===== src/rtl/prru_pkg.sv =====
package prru_pkg;

	localparam int ELEM_W    = 4;   // bits per packed element
	localparam int PERM_W    = 64;  // packed permutation width
	localparam int RANK_W    = 45;  // rank width, holds 16!
	localparam int SIZE_W    = 5;   // size register width
	localparam int DIV_W     = 48;  // dividend register, rank padded to whole chunks
	localparam int DIV_BITS  = 8;   // quotient bits retired per divider cycle
	localparam int DIV_STEPS = DIV_W / DIV_BITS;
	localparam int DC_W      = $clog2(DIV_STEPS);
	localparam int REM_W     = ELEM_W + 1;  // partial remainder before the subtract

	// n! for n = 0..16; larger codes never reach here after clamping
	function automatic logic [RANK_W-1:0] fact(input logic [SIZE_W-1:0] n);
		logic [RANK_W-1:0] f;
		unique case (n)
			5'd0:    f = 45'd1;
			5'd1:    f = 45'd1;
			5'd2:    f = 45'd2;
			5'd3:    f = 45'd6;
			5'd4:    f = 45'd24;
			5'd5:    f = 45'd120;
			5'd6:    f = 45'd720;
			5'd7:    f = 45'd5040;
			5'd8:    f = 45'd40320;
			5'd9:    f = 45'd362880;
			5'd10:   f = 45'd3628800;
			5'd11:   f = 45'd39916800;
			5'd12:   f = 45'd479001600;
			5'd13:   f = 45'd6227020800;
			5'd14:   f = 45'd87178291200;
			5'd15:   f = 45'd1307674368000;
			5'd16:   f = 45'd20922789888000;
			default: f = 45'd20922789888000;
		endcase
		return f;
	endfunction

endpackage


===== src/rtl/permutation_rank_unrank_top.sv =====
// Permutation rank / unrank engine (linear-time swap method).
// Command channel: present command, perm_in and rank_in with start high; the
// transaction is taken at a rising edge where start is high and busy is low.
// command 0 ranks perm_in (4 bits per element, element 0 in bits 3:0);
// command 1 unranks rank_in into perm_out (unused nibbles zero).
// Result channel: done pulses high for exactly one cycle with rank_out,
// perm_out and error valid; the receiver cannot stall, so sample on done.
// busy drops in the same cycle that done is shown, so the next transaction
// may be started while a result is on the ports.
// Sequence, n = effective size (size register clamped to 1..MAX_SIZE):
//   rank:   a load/check step per element, then a swap step for each k from
//           n down to 2 (none for n = 1); a bad element ends the load early;
//   unrank: for each element, a run of the shared divider (8 quotient bits a
//           cycle over a 48-bit dividend) then one swap step. A rank of
//           n! or more is flagged in the cycle after accept.
// Write the size register through cfg_we/cfg_data only while idle. Reset
// returns the sequencer to idle, clears done and sets the size to 16.
module permutation_rank_unrank_top #(
	parameter int MAX_SIZE = 16
) (
	input  logic                              clk,
	input  logic                              arst_n,
	input  logic                              cfg_we,
	input  logic [prru_pkg::SIZE_W-1:0]       cfg_data,
	input  logic                              start,
	output logic                              busy,
	input  logic                              command,
	input  logic [prru_pkg::PERM_W-1:0]       perm_in,
	input  logic [prru_pkg::RANK_W-1:0]       rank_in,
	output logic                              done,
	output logic [prru_pkg::RANK_W-1:0]       rank_out,
	output logic [prru_pkg::PERM_W-1:0]       perm_out,
	output logic                              error
);

	localparam int IDX_W = (MAX_SIZE > 1) ? $clog2(MAX_SIZE) : 1;
	localparam int CNT_W = $clog2(MAX_SIZE + 1);

	localparam logic [2:0] ST_IDLE  = 3'd0;
	localparam logic [2:0] ST_LOAD  = 3'd1;
	localparam logic [2:0] ST_RSTEP = 3'd2;
	localparam logic [2:0] ST_DIV   = 3'd3;
	localparam logic [2:0] ST_SWAP  = 3'd4;

	// control state
	logic [2:0]                       state_q;
	logic [CNT_W-1:0]                 cnt_q;
	logic [prru_pkg::DC_W-1:0]        dc_q;
	logic [CNT_W-1:0]                 n_q;
	logic [prru_pkg::SIZE_W-1:0]      size_q;
	logic                             done_q;

	// working storage
	logic [prru_pkg::PERM_W-1:0]      perm_q;
	logic [prru_pkg::DIV_W-1:0]       div_q;
	logic [prru_pkg::ELEM_W-1:0]      rem_q;
	logic [prru_pkg::RANK_W-1:0]      acc_q;
	logic [prru_pkg::RANK_W-1:0]      mult_q;
	logic [IDX_W-1:0]                 tmp_q;
	logic [IDX_W-1:0]                 p_q [MAX_SIZE];
	logic [IDX_W-1:0]                 q_q [MAX_SIZE];
	logic [IDX_W-1:0]                 e_q [MAX_SIZE];
	logic [MAX_SIZE-1:0]              seen_q;
	logic [prru_pkg::RANK_W-1:0]      rank_out_q;
	logic [prru_pkg::PERM_W-1:0]      perm_out_q;
	logic                             error_q;

	logic                             accept;
	logic                             fin_now;
	logic [CNT_W-1:0]                 n_eff;
	logic                             unr_bad;
	logic [CNT_W-1:0]                 km1_full;
	logic [IDX_W-1:0]                 km1;
	logic [IDX_W-1:0]                 cnt_idx;
	logic [prru_pkg::ELEM_W-1:0]      ld_val;
	logic [IDX_W-1:0]                 ld_idx;
	logic                             ld_bad;
	logic                             ld_last;
	logic [IDX_W-1:0]                 s_val;
	logic [IDX_W-1:0]                 j_val;
	logic [prru_pkg::RANK_W-1:0]      acc_nx;
	logic [prru_pkg::RANK_W-1:0]      mult_nx;
	logic [prru_pkg::DIV_W-1:0]       div_nx;
	logic [prru_pkg::REM_W-1:0]       rem_w;
	logic [prru_pkg::ELEM_W-1:0]      rem_nx;
	logic [IDX_W-1:0]                 j_u;
	logic [IDX_W-1:0]                 e_addr;
	logic [IDX_W-1:0]                 e_rd;
	logic [prru_pkg::PERM_W-1:0]      perm_nx;

	assign busy     = (state_q != ST_IDLE);
	assign accept   = start && !busy;
	assign done     = done_q;
	assign rank_out = rank_out_q;
	assign perm_out = perm_out_q;
	assign error    = error_q;

	// clamp the size register into 1..MAX_SIZE
	always_comb begin
		if (size_q == '0) begin
			n_eff = CNT_W'(1);
		end else if (size_q > prru_pkg::SIZE_W'(MAX_SIZE)) begin
			n_eff = CNT_W'(MAX_SIZE);
		end else begin
			n_eff = CNT_W'(size_q);
		end
	end

	assign unr_bad = (rank_in >= prru_pkg::fact(prru_pkg::SIZE_W'(n_eff)));

	assign km1_full = cnt_q - CNT_W'(1);
	assign km1      = km1_full[IDX_W-1:0];
	assign cnt_idx  = cnt_q[IDX_W-1:0];

	// load/check: one element a cycle; out of range or repeated aborts
	assign ld_val  = perm_q[cnt_idx*prru_pkg::ELEM_W +: prru_pkg::ELEM_W];
	assign ld_idx  = ld_val[IDX_W-1:0];
	assign ld_bad  = (prru_pkg::SIZE_W'(ld_val) >= prru_pkg::SIZE_W'(n_q)) || seen_q[ld_idx];
	assign ld_last = (cnt_q == n_q - CNT_W'(1));

	// finish the transaction at this edge: the result shows next cycle
	always_comb begin
		unique case (state_q)
			ST_IDLE:  fin_now = accept && command && unr_bad;
			ST_LOAD:  fin_now = ld_bad || (ld_last && n_q == CNT_W'(1));
			ST_RSTEP: fin_now = (cnt_q == CNT_W'(2));
			ST_SWAP:  fin_now = (cnt_q == CNT_W'(1));
			default:  fin_now = 1'b0;
		endcase
	end

	// rank step k: s = p[k-1], j = q[k-1]; slot k-1 of both arrays is dead
	// afterwards, so only p[j] and q[s] need writing
	assign s_val   = p_q[km1];
	assign j_val   = q_q[km1];
	assign acc_nx  = acc_q + prru_pkg::RANK_W'(mult_q * prru_pkg::RANK_W'(s_val));
	assign mult_nx = prru_pkg::RANK_W'(mult_q * prru_pkg::RANK_W'(cnt_q));

	// shared divider: restoring division by k, DIV_BITS quotient bits a cycle
	always_comb begin
		div_nx = div_q;
		rem_w  = prru_pkg::REM_W'(rem_q);
		for (int b = 0; b < prru_pkg::DIV_BITS; b++) begin
			rem_w  = {rem_w[prru_pkg::REM_W-2:0], div_nx[prru_pkg::DIV_W-1]};
			div_nx = {div_nx[prru_pkg::DIV_W-2:0], 1'b0};
			if (rem_w >= prru_pkg::REM_W'(cnt_q)) begin
				rem_w     = rem_w - prru_pkg::REM_W'(cnt_q);
				div_nx[0] = 1'b1;
			end
		end
		rem_nx = rem_w[prru_pkg::ELEM_W-1:0];
	end

	// element array has one read port: slot k-1 while dividing, slot r mod k
	// in the swap cycle
	assign j_u    = rem_q[IDX_W-1:0];
	assign e_addr = (state_q == ST_SWAP) ? j_u : km1;
	assign e_rd   = e_q[e_addr];

	always_comb begin
		perm_nx = perm_q;
		perm_nx[km1*prru_pkg::ELEM_W +: prru_pkg::ELEM_W] = prru_pkg::ELEM_W'(e_rd);
	end

	// sequencer
	always_ff @(posedge clk or negedge arst_n) begin
		if (!arst_n) begin
			state_q <= ST_IDLE;
			cnt_q   <= '0;
			dc_q    <= '0;
			n_q     <= CNT_W'(1);
			size_q  <= prru_pkg::SIZE_W'(16);
			done_q  <= 1'b0;
		end else begin
			done_q <= fin_now;
			if (cfg_we) begin
				size_q <= cfg_data;
			end
			unique case (state_q)
				ST_IDLE: begin
					if (accept) begin
						n_q <= n_eff;
						if (!command) begin
							cnt_q   <= '0;
							state_q <= ST_LOAD;
						end else if (!unr_bad) begin
							cnt_q   <= n_eff;
							dc_q    <= '0;
							state_q <= ST_DIV;
						end
					end
				end
				ST_LOAD: begin
					if (ld_bad) begin
						state_q <= ST_IDLE;
					end else if (ld_last) begin
						if (n_q == CNT_W'(1)) begin
							state_q <= ST_IDLE;
						end else begin
							cnt_q   <= n_q;
							state_q <= ST_RSTEP;
						end
					end else begin
						cnt_q <= cnt_q + CNT_W'(1);
					end
				end
				ST_RSTEP: begin
					if (cnt_q == CNT_W'(2)) begin
						state_q <= ST_IDLE;
					end else begin
						cnt_q <= km1_full;
					end
				end
				ST_DIV: begin
					if (dc_q == prru_pkg::DC_W'(prru_pkg::DIV_STEPS - 1)) begin
						state_q <= ST_SWAP;
					end else begin
						dc_q <= dc_q + prru_pkg::DC_W'(1);
					end
				end
				ST_SWAP: begin
					if (cnt_q == CNT_W'(1)) begin
						state_q <= ST_IDLE;
					end else begin
						cnt_q   <= km1_full;
						dc_q    <= '0;
						state_q <= ST_DIV;
					end
				end
				default: begin
					state_q <= ST_IDLE;
				end
			endcase
		end
	end

	// datapath
	always_ff @(posedge clk) begin
		unique case (state_q)
			ST_IDLE: begin
				if (accept) begin
					perm_q <= command ? '0 : perm_in;
					div_q  <= prru_pkg::DIV_W'(rank_in);
					rem_q  <= '0;
					acc_q  <= '0;
					mult_q <= prru_pkg::RANK_W'(1);
					seen_q <= '0;
					for (int i = 0; i < MAX_SIZE; i++) begin
						e_q[i] <= IDX_W'(i);
					end
					if (command && unr_bad) begin
						rank_out_q <= '0;
						perm_out_q <= '0;
						error_q    <= 1'b1;
					end
				end
			end
			ST_LOAD: begin
				if (ld_bad) begin
					rank_out_q <= '0;
					perm_out_q <= '0;
					error_q    <= 1'b1;
				end else begin
					p_q[cnt_idx]   <= ld_idx;
					q_q[ld_idx]    <= cnt_idx;
					seen_q[ld_idx] <= 1'b1;
					if (ld_last && n_q == CNT_W'(1)) begin
						rank_out_q <= '0;
						perm_out_q <= '0;
						error_q    <= 1'b0;
					end
				end
			end
			ST_RSTEP: begin
				p_q[j_val] <= s_val;
				q_q[s_val] <= j_val;
				acc_q      <= acc_nx;
				mult_q     <= mult_nx;
				if (cnt_q == CNT_W'(2)) begin
					rank_out_q <= acc_nx;
					perm_out_q <= '0;
					error_q    <= 1'b0;
				end
			end
			ST_DIV: begin
				div_q <= div_nx;
				rem_q <= rem_nx;
				if (dc_q == '0) begin
					tmp_q <= e_rd;
				end
			end
			ST_SWAP: begin
				perm_q   <= perm_nx;
				e_q[j_u] <= tmp_q;
				rem_q    <= '0;
				if (cnt_q == CNT_W'(1)) begin
					rank_out_q <= '0;
					perm_out_q <= perm_nx;
					error_q    <= 1'b0;
				end
			end
			default: begin
			end
		endcase
	end

	// a result is only ever shown with the sequencer back at idle
	a_done_idle: assert property (@(posedge clk) disable iff (!arst_n)
		done |-> !busy)
		else $error("done raised while sequencer busy");

	// an error result carries zero payload
	a_err_zero: assert property (@(posedge clk) disable iff (!arst_n)
		(done && error) |-> (rank_out == '0 && perm_out == '0))
		else $error("error result with nonzero payload");

	// an accepted transaction either works on or reports in the next cycle
	a_accept_progress: assert property (@(posedge clk) disable iff (!arst_n)
		accept |=> (busy || done))
		else $error("accepted transaction dropped");

	// the divider never runs with a zero divisor
	a_div_nonzero: assert property (@(posedge clk) disable iff (!arst_n)
		(state_q == ST_DIV || state_q == ST_SWAP) |-> (cnt_q != '0))
		else $error("divide step with zero divisor");

endmodule


===== config.mk =====
export PLATFORM = sky130hd
export DESIGN_NAME = permutation_rank_unrank_top
export DESIGN_NICKNAME = d
export VERILOG_FILES = /design/src/rtl/prru_pkg.sv /design/src/rtl/permutation_rank_unrank_top.sv
export SDC_FILE = /design/constraint.sdc
export NUM_CORES = 2
export LEC_CHECK = 0
export BUFFER_PORTS_ARGS = -buffer_cell sky130_fd_sc_hd__buf_4
export CAP_MARGIN = 20
export CORE_MARGIN = 2
export CORE_UTILIZATION = 60
export CTS_CLUSTER_DIAMETER = 120
export DETAILED_ROUTE_END_ITERATION = 8
export HOLD_SLACK_MARGIN = 0.06
export PLACE_DENSITY = 0.87
export SKIP_CTS_REPAIR_TIMING = 1
export SKIP_LAST_GASP = 1
export SLEW_MARGIN = 10
export SYNTH_ARGS = -nofsm -noshare
export SYNTH_HDL_FRONTEND = slang
export SYNTH_SLANG_ARGS = --single-unit

===== constraint.sdc =====
create_clock -name clk -period 24.2 [get_ports clk]
set_input_delay 1.21 -clock clk [delete_from_list [all_inputs] [get_ports clk]]
set_output_delay 1.21 -clock clk [all_outputs]
set_load 0.005 [all_outputs]

==> run summary <==
Synth area leaders: edfxtp_1, fa_1, ha_1
Die area: 67,900 µm²
Post-Place Cells: 4,593
Fin crit share: 56.6%
Post-synth EDFFs: 528
FF+latch count, synth: 550
Starting density of the core: 60.3%
Area growth syn-to-layout: 10.8%
Maximum capacitance violations: 0
Hold WC Path Type: input pin to asynchronous set/reset pin
Area of the mapped netlist: 39,500 µm²
Die Span X: 261 µm
Pin count of the biggest net entering global routing: 83
M1 WL: 38.5 mm
Synth Instances: 3,660
FP Rows: 94
Hpwl dp: 72.7 mm
Most used cell along the critical path: a21o_1
Clk_lat worst skew: 0.67 ns
DR top layer: met4
First-pass GRT wire length: 162 mm
RD Place Congestion: 0.924
Hold Fails Final Rpt: 0
Slew margin rel.: 30.0%
Slew Viols, Final: 0
Yosys top cell by area: edfxtp_1
Total grt overflow: 0
Wire per inst: 22.1 µm
Post-synthesis sequential area ratio: 41.5%
Most used DFF post-synth: edfxtp_1
RSZ-0062 raised after global routing: no
Core Area: 65,500 µm²
Sink Count: 550
Vias in the first global route: 29,700
Nets: 4,364
Clock Skew: 0.0570 ns
Final setup fails: 0
Async set-reset flop share out of synthesis: 4.00%
Initial antenna violation count: 2
DRC Markers: 0
Synth warnings: 0
Clk pin slew, worst setup/hold paths: 0.07 ns
Vias: 29,700
Net Count, Synth: 4,232
Setup TNS: 0 ns
Clock buffer depth: 3
Critical Path Sink Type: register
Die H: 261 µm
Status: complete, no violations
Required @ worst endpoint: 24.63 ns
DRT iter0 DRCs: 3,809
Worst-path fanout max: 17
Worst hold slack: 0.473 ns
Max Freq: 73.1 MHz
Clk root buf: clkbuf_16
Fillers: 4,557
Least-Margin Pin Slew: 1.05 ns
IO Port Bufs: 230
CP startpoint kind: register
Layout Cells excl Fill: 4,706
Critical Path AT: 14.12 ns
Met2 wire length: 51.3 mm
Netlist cell types: 89
Synth top area share: 40.1%
CTS H-tree lvls: 2
CTS tree: done
Max stage delay cell, worst path: dfrtp_2
Syn Area/Cell: 10.8 µm²
Commonest non-fill, non-tap cell in the layout: nand2_1
CP peak stage delay: 0.53 ns
Setup CP Type: register to register
Cts bufs inserted: 58
IO Pins: 231
Layout cell share with drive strength beyond 1: 13.4%
Vias per cell: 6.32
Min Clock Period, post-route: 13.69 ns
Routed WL: 104 mm
Met3 WL: 8.92 mm
ANT nets after route: 0
Total GRT Usage: 30.7%
Router iterations before antenna repair: 8
Commonest non-fill, non-tap cells in the layout: nand2_1, edfxtp_1, nor2_1
==> through the flow <==
step                      setup slack, ns  instance area (µm²)  utilization, %
after global placement              11.25                41800            63.8
after global routing                 9.54                43800            66.8
final                               10.51                43800            66.8
after CTS                           10.63                43700            66.7
after floorplan                     11.66                39500               -
after detailed placement            10.66                41800            63.8
==> metal layers <==
metal	track usage (%)	up-vias
li1	-	13100
met1	39.3	14500
met2	51.6	1815
met3	4.44	372
met4	15.0	0
met5	0	-
==> critical path: cells and delay by family, from the launching register on <==
family,cells,cell delay (ns)
AO/OA/AOI/OAI,27,5.14
adder cells (fa/ha/maj),8,2.14
buffers and inverters,7,0.75
flip-flops,1,0.53
multiplexers,7,2.40
AND/OR/NAND/NOR,17,2.45
==> synth_stat cells (9+ instances only) <==
master    count
xor2_1       45
nor4_1       15
nor2_1      292
o21ai_0      98
mux2i_1      64
nand3_1      70
buf_2        10
nor2b_1      25
clkbuf_1    115
fa_1        255
nor3b_1      12
mux4_2       62
a21o_1      135
nand2_1     564
or3_1        19
buf_1        57
o21bai_1     13
and3_1       25
ha_1        198
a31oi_1      25
a211oi_1     22
o31ai_1      10
nand2b_1     28
nor3_1       70
nand4_1      19
o21a_1       30
and4_1        9
and2_1      165
inv_1       254
dfrtp_1      20
o21ai_1      12
a21oi_1     138
o211ai_1     21
mux2_2       26
xnor2_1      52
a21oi_2      14
edfxtp_1    528
or2_2         9
==> flip-flops by register name, indices dropped and copies added (netlist names), 16 cells and up <==
name,flops
div_q,48
acc_q,45
rank_out,45
mult_q,45
p_q,64
perm_out,64
seen_q,16
q_q,64
e_q,64
perm_q,64
==> cell type report <==
cell class | instances | area (µm²) | share of cell area (%)
diodes | 1 | 2.50 | 0.00572
clock buffers | 64 | 1470 | 3.37
clock inverters | 45 | 472 | 1.08
inverters | 255 | 957 | 2.19
multi-input cells | 2661 | 21300 | 48.8
flip-flops and latches | 550 | 16400 | 37.5
well taps | 864 | 1080 | 2.47
repair buffers | 266 | 2030 | 4.63
==> kinds of logic after synthesis <==
logic type | after synthesis | synth area share [%]
flip-flops | 550 | 41.5
buffers and inverters | 449 | 4.53
adder cells (fa/ha/maj) | 454 | 19.2
multiplexers | 169 | 6.78
XOR/XNOR | 97 | 2.15
AO/OA/AOI/OAI | 584 | 9.77
AND/OR/NAND/NOR | 1357 | 16.0
==> final timing paths <==
kind / depth (start not counted) / start / slack, ns / end
max reg2reg: 66 / cnt_q[1] / 10.51 / j_u[3]
min in group clk: 2 / div_q[11] / 0.50 / div_q[19]
max in group asynchronous: 1 / arst_n / 23.39 / n_q[0]
max: 66 / cnt_q[1] / 10.51 / j_u[3]
min: 1 / arst_n / 0.47 / size_q[1]
min reg2reg: 2 / div_q[11] / 0.50 / div_q[19]
Power is left out: the tool's default activity adds up to more than one toggle a clock period on the data nets, which glitch-free logic cannot reach.
